$ cat config.mk
export PLATFORM = sky130hd
export DESIGN_NAME = frame_header_hunt_deframer_unit_flat
export DESIGN_NICKNAME = d
export VERILOG_FILES = /design/src/rtl/fhd_pkg.sv /design/src/rtl/fhd_in_if.sv /design/src/rtl/fhd_out_if.sv /design/src/rtl/frame_header_hunt_deframer_unit.sv /design/src/flat_wrapper.sv
export SDC_FILE = /design/constraint.sdc
export NUM_CORES = 1
export LEC_CHECK = 0
export BUFFER_PORTS_ARGS = -buffer_cell sky130_fd_sc_hd__buf_2
export CAP_MARGIN = 20
export CORE_MARGIN = 2
export CORE_UTILIZATION = 30
export DETAILED_ROUTE_END_ITERATION = 12
export HOLD_SLACK_MARGIN = 0.02
export MAX_ROUTING_LAYER = met4
export PLACE_DENSITY_LB_ADDON = 0.12
export SYNTH_ARGS = -nofsm -noshare
export SYNTH_HDL_FRONTEND = slang
export SYNTH_SLANG_ARGS = --single-unit
$ cat constraint.sdc
create_clock -name clk -period 10.4 [get_ports clk]
set_input_delay 1.56 -clock clk [delete_from_list [all_inputs] [get_ports clk]]
set_output_delay 1.56 -clock clk [all_outputs]
set_load 0.03 [all_outputs]
$ cat src/rtl/fhd_pkg.sv
// Package for the frame header hunt deframer: phase type, result type,
// header constants, codes and the expected-header-byte function.
// No dependencies; the deframer top level and the testbench import it.
package fhd_pkg;

  // Byte that opens a header and restarts a header match.
  localparam logic [7:0] SYNC_BYTE = 8'hAC;
  // Byte that closes the header.
  localparam logic [7:0] END_BYTE  = 8'hDC;
  // Last header body position (the closing byte).
  localparam logic [2:0] HDR_LAST_POS = 3'd6;

  // Configuration register indexes.
  localparam logic [1:0] CFG_VERSION_MAJOR = 2'd0;
  localparam logic [1:0] CFG_VERSION_MINOR = 2'd1;
  localparam logic [1:0] CFG_MAX_TRIES     = 2'd2;
  localparam logic [1:0] CFG_MAX_LENGTH    = 2'd3;

  // Input action codes.
  localparam logic ACT_BYTE    = 1'b0;
  localparam logic ACT_TIMEOUT = 1'b1;

  // Result kinds.
  localparam logic [1:0] KIND_PAYLOAD = 2'd0;
  localparam logic [1:0] KIND_DONE    = 2'd1;
  localparam logic [1:0] KIND_ERROR   = 2'd2;

  // Error codes.
  localparam logic [1:0] ERR_TIMEOUT  = 2'd0;
  localparam logic [1:0] ERR_TOO_LONG = 2'd1;
  localparam logic [1:0] ERR_UNKNOWN  = 2'd2;

  // Special negative lengths.
  localparam logic [31:0] LEN_NEG_ONE = 32'hFFFF_FFFF;
  localparam logic [31:0] LEN_NEG_TWO = 32'hFFFF_FFFE;

  // Deframer phase.
  typedef enum logic [2:0] {
    PH_HUNT,
    PH_HEADER,
    PH_LENGTH,
    PH_COMMAND,
    PH_PAYLOAD
  } phase_t;

  // One result item.
  typedef struct packed {
    logic [1:0]  kind;
    logic [7:0]  payload_byte;
    logic [15:0] byte_index;
    logic        last_byte;
    logic [7:0]  command;
    logic [15:0] length;
    logic [1:0]  error_code;
  } res_t;

  // Expected byte at a header body position; the version bytes come
  // from configuration.
  function automatic logic [7:0] hdr_expected(input logic [2:0] pos,
                                              input logic [7:0] ver_major,
                                              input logic [7:0] ver_minor);
    logic [7:0] exp_byte;
    case (pos)
      3'd0:    exp_byte = 8'h46;
      3'd1:    exp_byte = 8'h72;
      3'd2:    exp_byte = 8'h41;
      3'd3:    exp_byte = 8'h6E;
      3'd4:    exp_byte = ver_major;
      3'd5:    exp_byte = ver_minor;
      default: exp_byte = END_BYTE;
    endcase
    return exp_byte;
  endfunction

endpackage

$ cat src/rtl/fhd_in_if.sv
// Input channel of the deframer: valid/ready handshake carrying one
// received byte or a timeout event. No dependencies.
interface fhd_in_if ();
  logic       valid;
  logic       ready;
  logic       action;
  logic [7:0] byte_value;

  modport source (output valid, action, byte_value, input ready);
  modport sink   (input valid, action, byte_value, output ready);
endinterface

$ cat src/rtl/fhd_out_if.sv
// Result channel of the deframer: valid/ready handshake carrying one
// payload byte, completion or error item. No dependencies.
interface fhd_out_if ();
  logic        valid;
  logic        ready;
  logic [1:0]  kind;
  logic [7:0]  payload_byte;
  logic [15:0] byte_index;
  logic        last_byte;
  logic [7:0]  command;
  logic [15:0] length;
  logic [1:0]  error_code;

  modport source (output valid, kind, payload_byte, byte_index, last_byte, command,
                  length, error_code, input ready);
  modport sink   (input valid, kind, payload_byte, byte_index, last_byte, command,
                  length, error_code, output ready);
endinterface

$ cat src/rtl/frame_header_hunt_deframer_unit.sv
// Frame header hunt deframer: top level with input register, phase logic
// and result register. Depends on fhd_pkg, fhd_in_if and fhd_out_if.
//
//   Channel   Direction  Handshake          Carries
//   in_item   sink       valid/ready        action, byte_value
//   out_res   source     valid/ready        kind, payload_byte, byte_index,
//                                           last_byte, command, length, error_code
//   cfg_*     sink       write enable only  cfg_index, cfg_data (16 bits)
//
// An item is captured in the input register at its accepting edge and is
// evaluated against the phase state while held there; its result (if any)
// lands in the result register when the evaluation stage moves, and is
// offered from there. One item per cycle is sustained while results are taken.
// The result register sets the pace: while it holds an untaken result, the
// input register holds its item and in_item.ready falls once both are full.
// rst_n is synchronous and active low; it returns the block to hunting with
// the phase, configuration and valid registers reset and both stages empty.
module frame_header_hunt_deframer_unit import fhd_pkg::*; #(
  parameter int LENGTH_BITS = 16
) (
  input  logic        clk,
  input  logic        rst_n,
  fhd_in_if.sink      in_item,
  fhd_out_if.source   out_res,
  input  logic        cfg_we,
  input  logic [1:0]  cfg_index,
  input  logic [15:0] cfg_data
);

  // Largest length that the count width can carry.
  localparam logic [31:0] LEN_CAP = 32'((64'd1 << LENGTH_BITS) - 64'd1);

  // Configuration registers.
  logic [7:0]  ver_major_r;
  logic [7:0]  ver_minor_r;
  logic [7:0]  max_tries_r;
  logic [15:0] max_length_r;

  // Input register stage.
  logic       s0_v_r;
  logic       s0_tmo_r;
  logic [7:0] s0_b_r;

  // Phase state.
  phase_t                 phase_r, phase_nxt;
  logic [2:0]             hdr_pos_r, hdr_pos_nxt;
  logic [7:0]             tries_r, tries_nxt;
  logic [31:0]            acc_r, acc_nxt;
  logic [1:0]             lcnt_r, lcnt_nxt;
  logic [7:0]             cmd_r, cmd_nxt;
  logic [LENGTH_BITS-1:0] pcnt_r, pcnt_nxt;

  // Result register.
  logic res_v_r;
  res_t res_r;
  logic emit;
  res_t res_nxt;

  // Shared decode.
  logic        adv;
  logic        step;
  logic        is_sync;
  logic        hdr_match;
  logic [31:0] acc_or;
  logic [31:0] len_limit;
  logic        too_long;
  logic [31:0] idx_ext;
  logic        last_pay;
  logic [1:0]  neg_code;

  // The evaluation stage moves whenever the result register can take a result.
  assign adv          = !res_v_r || out_res.ready;
  assign step         = s0_v_r && adv;
  assign in_item.ready = !s0_v_r || adv;

  // Configuration writes.
  always_ff @(posedge clk) begin
    if (!rst_n) begin
      ver_major_r  <= 8'd1;
      ver_minor_r  <= 8'd0;
      max_tries_r  <= 8'd8;
      max_length_r <= 16'd64;
    end else if (cfg_we) begin
      case (cfg_index)
        CFG_VERSION_MAJOR: ver_major_r  <= cfg_data[7:0];
        CFG_VERSION_MINOR: ver_minor_r  <= cfg_data[7:0];
        CFG_MAX_TRIES:     max_tries_r  <= cfg_data[7:0];
        CFG_MAX_LENGTH:    max_length_r <= cfg_data;
        default:           max_length_r <= max_length_r;
      endcase
    end
  end

  // Input register.
  always_ff @(posedge clk) begin
    if (!rst_n) begin
      s0_v_r <= 1'b0;
    end else if (in_item.valid && in_item.ready) begin
      s0_v_r <= 1'b1;
    end else if (adv) begin
      s0_v_r <= 1'b0;
    end
  end

  always_ff @(posedge clk) begin
    if (in_item.valid && in_item.ready) begin
      s0_tmo_r <= in_item.action;
      s0_b_r   <= in_item.byte_value;
    end
  end

  // Byte tests, length assembly and limit checks.
  assign is_sync   = (s0_tmo_r == ACT_BYTE) && (s0_b_r == SYNC_BYTE);
  assign hdr_match = s0_b_r == hdr_expected(hdr_pos_r, ver_major_r, ver_minor_r);
  assign acc_or    = acc_r | (32'(s0_b_r) << {lcnt_r, 3'b000});
  assign len_limit = (32'(max_length_r) < LEN_CAP) ? 32'(max_length_r) : LEN_CAP;
  assign too_long  = !acc_or[31] && (acc_or > len_limit);
  assign idx_ext   = 32'(pcnt_r);
  assign last_pay  = (idx_ext + 32'd1) >= acc_r;

  always_comb begin
    if (acc_r == LEN_NEG_ONE) begin
      neg_code = ERR_TIMEOUT;
    end else if (acc_r == LEN_NEG_TWO) begin
      neg_code = ERR_TOO_LONG;
    end else begin
      neg_code = ERR_UNKNOWN;
    end
  end

  // Next state.
  always_comb begin
    phase_nxt   = phase_r;
    hdr_pos_nxt = hdr_pos_r;
    tries_nxt   = tries_r;
    acc_nxt     = acc_r;
    lcnt_nxt    = lcnt_r;
    cmd_nxt     = cmd_r;
    pcnt_nxt    = pcnt_r;
    case (phase_r)
      PH_HUNT: begin
        if (is_sync && max_tries_r != 8'd0) begin
          phase_nxt   = PH_HEADER;
          hdr_pos_nxt = 3'd0;
          tries_nxt   = 8'd1;
        end
      end
      PH_HEADER: begin
        if (s0_tmo_r == ACT_TIMEOUT) begin
          phase_nxt = PH_HUNT;
        end else if (is_sync) begin
          if (tries_r >= max_tries_r) begin
            phase_nxt = PH_HUNT;
          end else begin
            tries_nxt   = tries_r + 8'd1;
            hdr_pos_nxt = 3'd0;
          end
        end else if (!hdr_match) begin
          phase_nxt = PH_HUNT;
        end else if (hdr_pos_r >= HDR_LAST_POS) begin
          phase_nxt   = PH_LENGTH;
          hdr_pos_nxt = 3'd0;
          tries_nxt   = 8'd0;
          acc_nxt     = '0;
          lcnt_nxt    = 2'd0;
        end else begin
          hdr_pos_nxt = hdr_pos_r + 3'd1;
        end
      end
      PH_LENGTH: begin
        if (s0_tmo_r == ACT_TIMEOUT) begin
          phase_nxt = PH_HUNT;
        end else begin
          acc_nxt  = acc_or;
          lcnt_nxt = lcnt_r + 2'd1;
          if (lcnt_r == 2'd3) begin
            phase_nxt = too_long ? PH_HUNT : PH_COMMAND;
          end
        end
      end
      PH_COMMAND: begin
        if (s0_tmo_r == ACT_TIMEOUT) begin
          phase_nxt = PH_HUNT;
        end else begin
          cmd_nxt = s0_b_r;
          if (acc_r[31] || acc_r == '0) begin
            phase_nxt = PH_HUNT;
          end else begin
            phase_nxt = PH_PAYLOAD;
            pcnt_nxt  = '0;
          end
        end
      end
      PH_PAYLOAD: begin
        if (s0_tmo_r == ACT_TIMEOUT || last_pay) begin
          phase_nxt = PH_HUNT;
        end else begin
          pcnt_nxt = pcnt_r + LENGTH_BITS'(1);
        end
      end
      default: begin
        phase_nxt = PH_HUNT;
      end
    endcase
    // Every return to hunting clears the match state.
    if (phase_nxt == PH_HUNT) begin
      hdr_pos_nxt = 3'd0;
      tries_nxt   = 8'd0;
      acc_nxt     = '0;
      lcnt_nxt    = 2'd0;
      pcnt_nxt    = '0;
    end
  end

  // Result for the item under evaluation.
  always_comb begin
    emit    = 1'b0;
    res_nxt = '0;
    case (phase_r)
      PH_LENGTH: begin
        if (s0_tmo_r == ACT_TIMEOUT) begin
          emit               = 1'b1;
          res_nxt.kind       = KIND_ERROR;
          res_nxt.error_code = ERR_TIMEOUT;
        end else if (lcnt_r == 2'd3 && too_long) begin
          emit               = 1'b1;
          res_nxt.kind       = KIND_ERROR;
          res_nxt.error_code = ERR_TOO_LONG;
        end
      end
      PH_COMMAND: begin
        if (s0_tmo_r == ACT_TIMEOUT) begin
          emit               = 1'b1;
          res_nxt.kind       = KIND_ERROR;
          res_nxt.error_code = ERR_TIMEOUT;
        end else if (acc_r[31]) begin
          emit               = 1'b1;
          res_nxt.kind       = KIND_ERROR;
          res_nxt.error_code = neg_code;
        end else if (acc_r == '0) begin
          emit              = 1'b1;
          res_nxt.kind      = KIND_DONE;
          res_nxt.last_byte = 1'b1;
          res_nxt.command   = s0_b_r;
        end
      end
      PH_PAYLOAD: begin
        emit = 1'b1;
        if (s0_tmo_r == ACT_TIMEOUT) begin
          res_nxt.kind       = KIND_ERROR;
          res_nxt.error_code = ERR_TIMEOUT;
        end else begin
          res_nxt.kind         = KIND_PAYLOAD;
          res_nxt.payload_byte = s0_b_r;
          res_nxt.byte_index   = idx_ext[15:0];
          res_nxt.last_byte    = last_pay;
          res_nxt.command      = cmd_r;
          res_nxt.length       = acc_r[15:0];
        end
      end
      default: begin
        emit = 1'b0;
      end
    endcase
  end

  // Phase state registers.
  always_ff @(posedge clk) begin
    if (!rst_n) begin
      phase_r   <= PH_HUNT;
      hdr_pos_r <= 3'd0;
      tries_r   <= 8'd0;
      acc_r     <= '0;
      lcnt_r    <= 2'd0;
      cmd_r     <= 8'd0;
      pcnt_r    <= '0;
    end else if (step) begin
      phase_r   <= phase_nxt;
      hdr_pos_r <= hdr_pos_nxt;
      tries_r   <= tries_nxt;
      acc_r     <= acc_nxt;
      lcnt_r    <= lcnt_nxt;
      cmd_r     <= cmd_nxt;
      pcnt_r    <= pcnt_nxt;
    end
  end

  // Result register.
  always_ff @(posedge clk) begin
    if (!rst_n) begin
      res_v_r <= 1'b0;
    end else if (adv) begin
      res_v_r <= s0_v_r && emit;
    end
  end

  always_ff @(posedge clk) begin
    if (step && emit) begin
      res_r <= res_nxt;
    end
  end

  assign out_res.valid        = res_v_r;
  assign out_res.kind         = res_r.kind;
  assign out_res.payload_byte = res_r.payload_byte;
  assign out_res.byte_index   = res_r.byte_index;
  assign out_res.last_byte    = res_r.last_byte;
  assign out_res.command      = res_r.command;
  assign out_res.length       = res_r.length;
  assign out_res.error_code   = res_r.error_code;

  // A payload phase always holds a positive length with the count inside it.
  a_payload_len: assert property (@(posedge clk) disable iff (!rst_n)
    phase_r == PH_PAYLOAD |-> !acc_r[31] && (idx_ext < acc_r))
    else $error("payload phase with invalid length or count");

  // Inside a header the match position and attempt count stay in range.
  a_header_pos: assert property (@(posedge clk) disable iff (!rst_n)
    phase_r == PH_HEADER |-> hdr_pos_r <= HDR_LAST_POS && tries_r != 8'd0)
    else $error("header match state out of range");

  // A pending error result means the block has gone back to hunting.
  a_error_hunt: assert property (@(posedge clk) disable iff (!rst_n)
    res_v_r && res_r.kind == KIND_ERROR |-> phase_r == PH_HUNT)
    else $error("error result without return to hunting");

  // A completed message leaves the block hunting.
  a_last_hunt: assert property (@(posedge clk) disable iff (!rst_n)
    res_v_r && res_r.last_byte |-> phase_r == PH_HUNT)
    else $error("message end without return to hunting");

endmodule

$ cat src/flat_wrapper.sv
// flat-port wrapper written by rule: the top's interface ports become plain ports
module frame_header_hunt_deframer_unit_flat import fhd_pkg::*;
#(
  parameter int LENGTH_BITS = 16
)
  (clk, rst_n, cfg_we, cfg_index, cfg_data, in_item_valid, in_item_action, in_item_byte_value, in_item_ready, out_res_valid, out_res_kind, out_res_payload_byte, out_res_byte_index, out_res_last_byte, out_res_command, out_res_length, out_res_error_code, out_res_ready);
  fhd_in_if in_item_i ();
  fhd_out_if out_res_i ();
  input  logic clk;
  input  logic rst_n;
  input  logic cfg_we;
  input  logic [1:0] cfg_index;
  input  logic [15:0] cfg_data;
  input wire logic [$bits(in_item_i.valid)-1:0] in_item_valid;
  input wire logic [$bits(in_item_i.action)-1:0] in_item_action;
  input wire logic [$bits(in_item_i.byte_value)-1:0] in_item_byte_value;
  output wire logic [$bits(in_item_i.ready)-1:0] in_item_ready;
  output wire logic [$bits(out_res_i.valid)-1:0] out_res_valid;
  output wire logic [$bits(out_res_i.kind)-1:0] out_res_kind;
  output wire logic [$bits(out_res_i.payload_byte)-1:0] out_res_payload_byte;
  output wire logic [$bits(out_res_i.byte_index)-1:0] out_res_byte_index;
  output wire logic [$bits(out_res_i.last_byte)-1:0] out_res_last_byte;
  output wire logic [$bits(out_res_i.command)-1:0] out_res_command;
  output wire logic [$bits(out_res_i.length)-1:0] out_res_length;
  output wire logic [$bits(out_res_i.error_code)-1:0] out_res_error_code;
  input wire logic [$bits(out_res_i.ready)-1:0] out_res_ready;
  assign in_item_i.valid = in_item_valid;
  assign in_item_i.action = in_item_action;
  assign in_item_i.byte_value = in_item_byte_value;
  assign in_item_ready = in_item_i.ready;
  assign out_res_valid = out_res_i.valid;
  assign out_res_kind = out_res_i.kind;
  assign out_res_payload_byte = out_res_i.payload_byte;
  assign out_res_byte_index = out_res_i.byte_index;
  assign out_res_last_byte = out_res_i.last_byte;
  assign out_res_command = out_res_i.command;
  assign out_res_length = out_res_i.length;
  assign out_res_error_code = out_res_i.error_code;
  assign out_res_i.ready = out_res_ready;
  frame_header_hunt_deframer_unit #(.LENGTH_BITS(LENGTH_BITS)) u_core (.clk(clk), .rst_n(rst_n), .in_item(in_item_i), .out_res(out_res_i), .cfg_we(cfg_we), .cfg_index(cfg_index), .cfg_data(cfg_data));
endmodule
Word level (Yosys, flattened, before mapping)
Index checks and enable logic that the tools add are counted.

cells by class
  $add $sub $neg = 5
  $mul = 0
  divide/modulo/power cells = 0
  order comparisons = 5
  equal/unequal tests = 29
  shifts and indexed selects = 1
  mux-type cells = 77
  bitwise operators = 3
  reductions and logical operators = 35

operators with widths
  cell                                                             number
  32-bit 2-to-1 mux                                                6
  16-bit 2-to-1 mux                                                5
  32-bit == test, second input constant                            2
  32-bit case mux with 2 select lines                              1
  8-bit 2-to-1 mux                                                 7
  3-bit 2-to-1 mux                                                 18
  8-bit case mux with 6 select lines                               1
  2-bit 2-to-1 mux                                                 17
  32-bit >= comparator                                             1
  32-bit greater-than comparator                                   1
  32-bit logical NOT                                               1
  32-bit bitwise OR                                                1
  16-bit case mux with 2 select lines                              1
  8-bit by 5-bit left shift with 32-bit output                     1
  9-bit 2-to-1 mux                                                 3
  25-bit 2-to-1 mux                                                1
  3-bit != test, second input constant                             6
  9-bit case mux with 2 select lines                               1
  16-bit by 1-bit adder with 17-bit output, second input constant  1
  16-bit by 1-bit adder with 16-bit output, second input constant  1
  16-bit less-than comparator, second input constant               1
  8-bit case mux with 2 select lines                               1
  3-bit case mux with 5 select lines                               1
  7-bit AND reduction                                              2
  34 further kinds                                                 74

storage, ports and cells
  register bits = 176
  latch bits = 0
  memory bits (writable) = 0
  memory bits (read-only) = 0
  output and inout bits = 55
  word-level logic and storage cells = 177
  memories kept = 0

Logic depth before layout (Yosys ltp)
  word-level depth = 11
  gate-level depth with buffers = 19
  gate-level depth less buffers = 17

Worst setup path before layout
No wires, ideal clock.

  path type = register to register
  start point = register u_core.pcnt_r[2]
  end point = register u_core.acc_r[14]
  setup time = 0.128 ns
  arrival = 3.957 ns
  setup slack = 6.315 ns
  cell stages (with the launch flop) = 19
  path buffers = 3
  period minus slack after synthesis = 4.085 ns
  path through = dfxtp_1 > nand3_1 > or3_1 > clkbuf_1 > nor2_1 > nand3_1 > or2_2 > nor2_1 > xor2_1 > ha_1 > nand4_1 > o31ai_1 > o31ai_1 > a211oi_1 > a32o_1 > buf_2 > buf_4 > mux2i_1 > nor2_1

between the ends
  word-level cells in the longest chain between the ends = 8
  elaborated cells on any way between the ends = 14
  those cells by class = add/sub (1); order compare (1); eq/ne (5); mux (3); reduce/logical (4)

ends and longest elaborated chain
  element                                                       line                                    source
  from (decl)                                                   frame_header_hunt_deframer_unit.sv:51   logic [LENGTH_BITS-1:0] pcnt_r, pcnt_nxt;
  from (signal assigned)                                        frame_header_hunt_deframer_unit.sv:284  pcnt_r <= pcnt_nxt;
  16-bit by 1-bit adder with 17-bit output (*)                  frame_header_hunt_deframer_unit.sv:119  assign last_pay = (idx_ext + 32'd1) >= acc_r;
  32-bit >= comparator (*)                                      frame_header_hunt_deframer_unit.sv:119
  1-bit logical OR (*)                                          frame_header_hunt_deframer_unit.sv:195  if (s0_tmo_r == ACT_TIMEOUT || last_pay) begin
  3-bit 2-to-1 mux (*)                                          frame_header_hunt_deframer_unit.sv:195
  3-bit case mux with 5 select lines (*)                        frame_header_hunt_deframer_unit.sv:140  case (phase_r)
  3-bit logical NOT (*)                                         frame_header_hunt_deframer_unit.sv:206  if (phase_nxt == PH_HUNT) begin
  3-bit != test (no source line), or another cell as far along  --
  7-bit AND reduction (no source line)                          --
  to (signal assigned)                                          frame_header_hunt_deframer_unit.sv:281  acc_r <= acc_nxt;
  to (decl)                                                     frame_header_hunt_deframer_unit.sv:48   logic [31:0] acc_r, acc_nxt;

Mark *: on every way between the ends. The rest lies on a longest branch, timed or not.
A chain may end at the register's enable or synchronous reset.

Worst setup path after layout
  start point = register u_core.pcnt_r[2]
  end point = register u_core.acc_r[11]

The elaborated chain is that of the path after synthesis.

==> impl_results.md <==
- Status: finished clean
- DRC violations left: 0
- Synth Warn #: 0
- Via count: 7288
- First-pass GRT wire length: 40700 microns
- CP max FO: 17
- Clk Latency, worst-skew pair: 0.44 ns
- Final Hold Viols: 0
- Syn Nets: 1090
- Most frequent cells in the layout: 137 x nand2_1, 114 x dfxtp_1, 86 x buf_2
- Core region area: 0.0297 sq mm
- RSZ-0062 raised after global routing: false
- Gp weighted congestion: 0.796
- Synthesized instance count: 1009
- Root buf cell: clkbuf_16
- Most common cell after layout, fill and taps aside: nand2_1
- TritonCTS Buffers: 17
- Storage cell area: 0.00414 sq mm
- Worst-path clk slew: 0.07 ns
- Final ANT Viol Nets: 0
- First-iteration detailed-routing DRC count: 407
- Power per cell area: 146 mW/mm^2
- Hold Crit Start: u_core.max_length_r[14]
- CTS tree: built
- Crit Path Category: register to register
- Vias in the first global route: 6953
- Initial DRT Pass Iterations: 5
- Vias/cell: 4.98
- Grt total ovfl: 0
- Postcts setup bufs: 0
- Initial Utilization: 30.6%
- Proportion of layout cells with a drive suffix above 1: 13.9%
- Sink Count: 176
- Leakage: 0.00391 uW
- CP startpoint: u_core.pcnt_r[2]
- Max IR drop VDD: 0.0852 mV
- # fillers: 3131
- Post-synth top area share: 25.1%
- Routed wire per std cell: 17.6 microns
- Seq/Total Area, Yosys: 45.5%
- Asr flop ratio synth: 0%
- Ant. Diodes: 0
- Crit path largest cell delay: 0.67 ns
- Cells along the critical path: nand3_1, or3_1, nor2_1, nand3_1, or2_2, nor2_1, xor2_1, ha_1, nand4_1, o31ai_1, o31ai_1, a211oi_1, a32o_1, buf_4, mux2i_1, nor2_1
- Max-cap violations: 0
- Slowest stage cell, crit path: a32o_1
- Max Transition Viols Final: 0
- H-tree depth: 4
- Max Buffers Root-to-Sink: 2
- Worst endpoint required time: 10.70 ns
- Dpl cells: 1432
- Top Ports: 87
- RR Startpoint: u_core.pcnt_r[2]
- Worst EP arrival: 5.48 ns
- Flip-flop and latch count after synthesis: 176
- Tightest Pin Transition: 0.953 ns
- Layout Area Growth over Synthesis: 14.8%
- Row count: 63
- Final setup violation count: 0
- Post-DP HPWL: 18300 microns
- Footprint of the multi-input gates: 0.00451 sq mm
- Post-CTS Hold Fix Bufs: 0
- Cts repair resizes: 0
- Syn Std Cell Area: 0.00910 sq mm
- Port buffer count: 86
- Hold Path Class: register to register
- Final Non-Filler Cells: 1464
- GRT Overall Usage: 17.4%
- Largest net degree at the start of global routing: 70
- Die H: 178 microns
- Synth unique cells: 69
- Most used cell, CP: nor2_1
- Post-Route WL: 25800 microns
- Slew headroom: 35.9%
- DIE AREA: 0.0317 sq mm
- Synth area leader: dfxtp_1
- Initial antenna violation count: 0
- Crit. End Element: register
- Most area-consuming cells after synthesis: dfxtp_1 25%, edfxtp_1 20%, ha_1 6.7%
- Tcrit/Tclk final: 49.9%
- Tmin final: 5.19 ns
- Post-synth EDFFs: 62
- Skew final: 0.0154 ns
- Fmax: 193 MHz
- Fin nets: 1142
- Setup TNS: 0 ns
- Die width: 178 microns
- Average cell area after synthesis: 9.02 sq um
- Critical path startpoint category: register
- Main synth FF type: dfxtp_1
==> flip-flops by register name, indices dropped and copies added, names as in the netlist, 16 cells and up <==
| name | count |
|---|---|
| u_core.acc_r | 32 |
| u_core.max_length_r | 16 |
| u_core.out_res.byte_index | 16 |
| u_core.out_res.length | 16 |
| u_core.pcnt_r | 16 |
==> cell families after synthesis <==
| family | synth area share, % |
|---|---|
| DFF | 45.5 |
| and+or+nand+nor | 23.4 |
| AOI/OAI and AO/OA | 13.8 |
| buffers and inverters | 4.98 |
| adders and majority gates | 6.74 |
| muxes | 3.99 |
| xor gates and xnor gates | 1.54 |
==> final cells by class <==
cell class	count	share of cell area, %
tap	390	4.67
multi-input combinational	721	43.1
sequential	176	39.7
inverter	51	1.83
timing repair buffer	94	4.69
clock buffer	18	4.11
clock inverter	14	1.89
==> worst max-delay path, delay by kind of cell, from the launching register on <==
kind / cells / cell delay (ns)
xor+xnor: 1 / 0.10
compound gates: 4 / 1.76
buf+inv: 1 / 0.43
mux: 1 / 0.24
fa+ha+maj: 1 / 0.31
flops: 1 / 0.43
simple gates: 8 / 1.78
==> stage by stage <==
| step | power (uW) | cell area, sq um | hold slack (ns) | setup slack [ns] | utilization (%) |
|---|---|---|---|---|---|
| 6_report | 1520 | 10400 | 0.453 | 5.21 | 35.2 |
| 5_1_grt | 1590 | 10400 | 0.475 | 4.79 | 35.2 |
| 4_1_cts | 1540 | 10400 | 0.457 | 5.20 | 35.2 |
| 3_5_place_dp | 852 | 9820 | 0.447 | 5.22 | 33.0 |
| 3_3_place_gp | 851 | 9820 | 0.443 | 5.25 | 33.0 |
| 2_1_floorplan | 814 | 9100 | 0.435 | 6.31 | - |
==> per-layer routing <==
layer | track usage [%] | vias up | part of all wire (%)
met2 | 26.0 | 127 | 44
met1 | 24.5 | 3447 | 51
met4 | 4.95 | 0 | 1.7
li1 | - | 3690 | -
met5 | - | - | 0
met3 | 2.58 | 24 | 2.9
==> report_power, final <==
group	internal [uW]	switching, uW	leakage (uW)	total (uW)
clock network	369	320	0.000305	689
registers	722	16.2	0.00149	738
logic	30.7	65.7	0.00211	96.4
total	1120	402	0.00391	1520
==> path summary, 6_finish.rpt <==
kind	endpoint	slack, ns	cells past startpoint
hold reg to reg	u_core.max_length_r[14]	0.45	2
setup / recovery	u_core.acc_r[11]	5.21	16
setup reg to reg	u_core.acc_r[11]	5.21	16
hold / removal	u_core.max_length_r[14]	0.45	2
==> synthesized netlist by cell type, drive strengths merged, types with 2 or more instances <==
cell type	instances
mux2i	34
nor2	77
a211o	2
nor3b	3
dfxtp	114
nor4	33
o21ai	24
a21boi	13
inv	51
or4b	2
nand3b	6
nand2b	14
a22oi	2
o211ai	4
a21oi	75
a2111o	2
a211oi	5
nand4	18
edfxtp	62
or2	7
nand2	137
buf	13
xor2	5
o311ai	2
a21o	7
and2	44
nand3	29
nor3	18
or3	11
a22o	8
ha	49
mux2	2
or4	3
a31oi	19
clkbuf	48
xnor2	11
a221oi	2
nor2b	8
and4b	3
o31ai	5
and3	7
o21a	16
(Power assumes the default switching activity.)
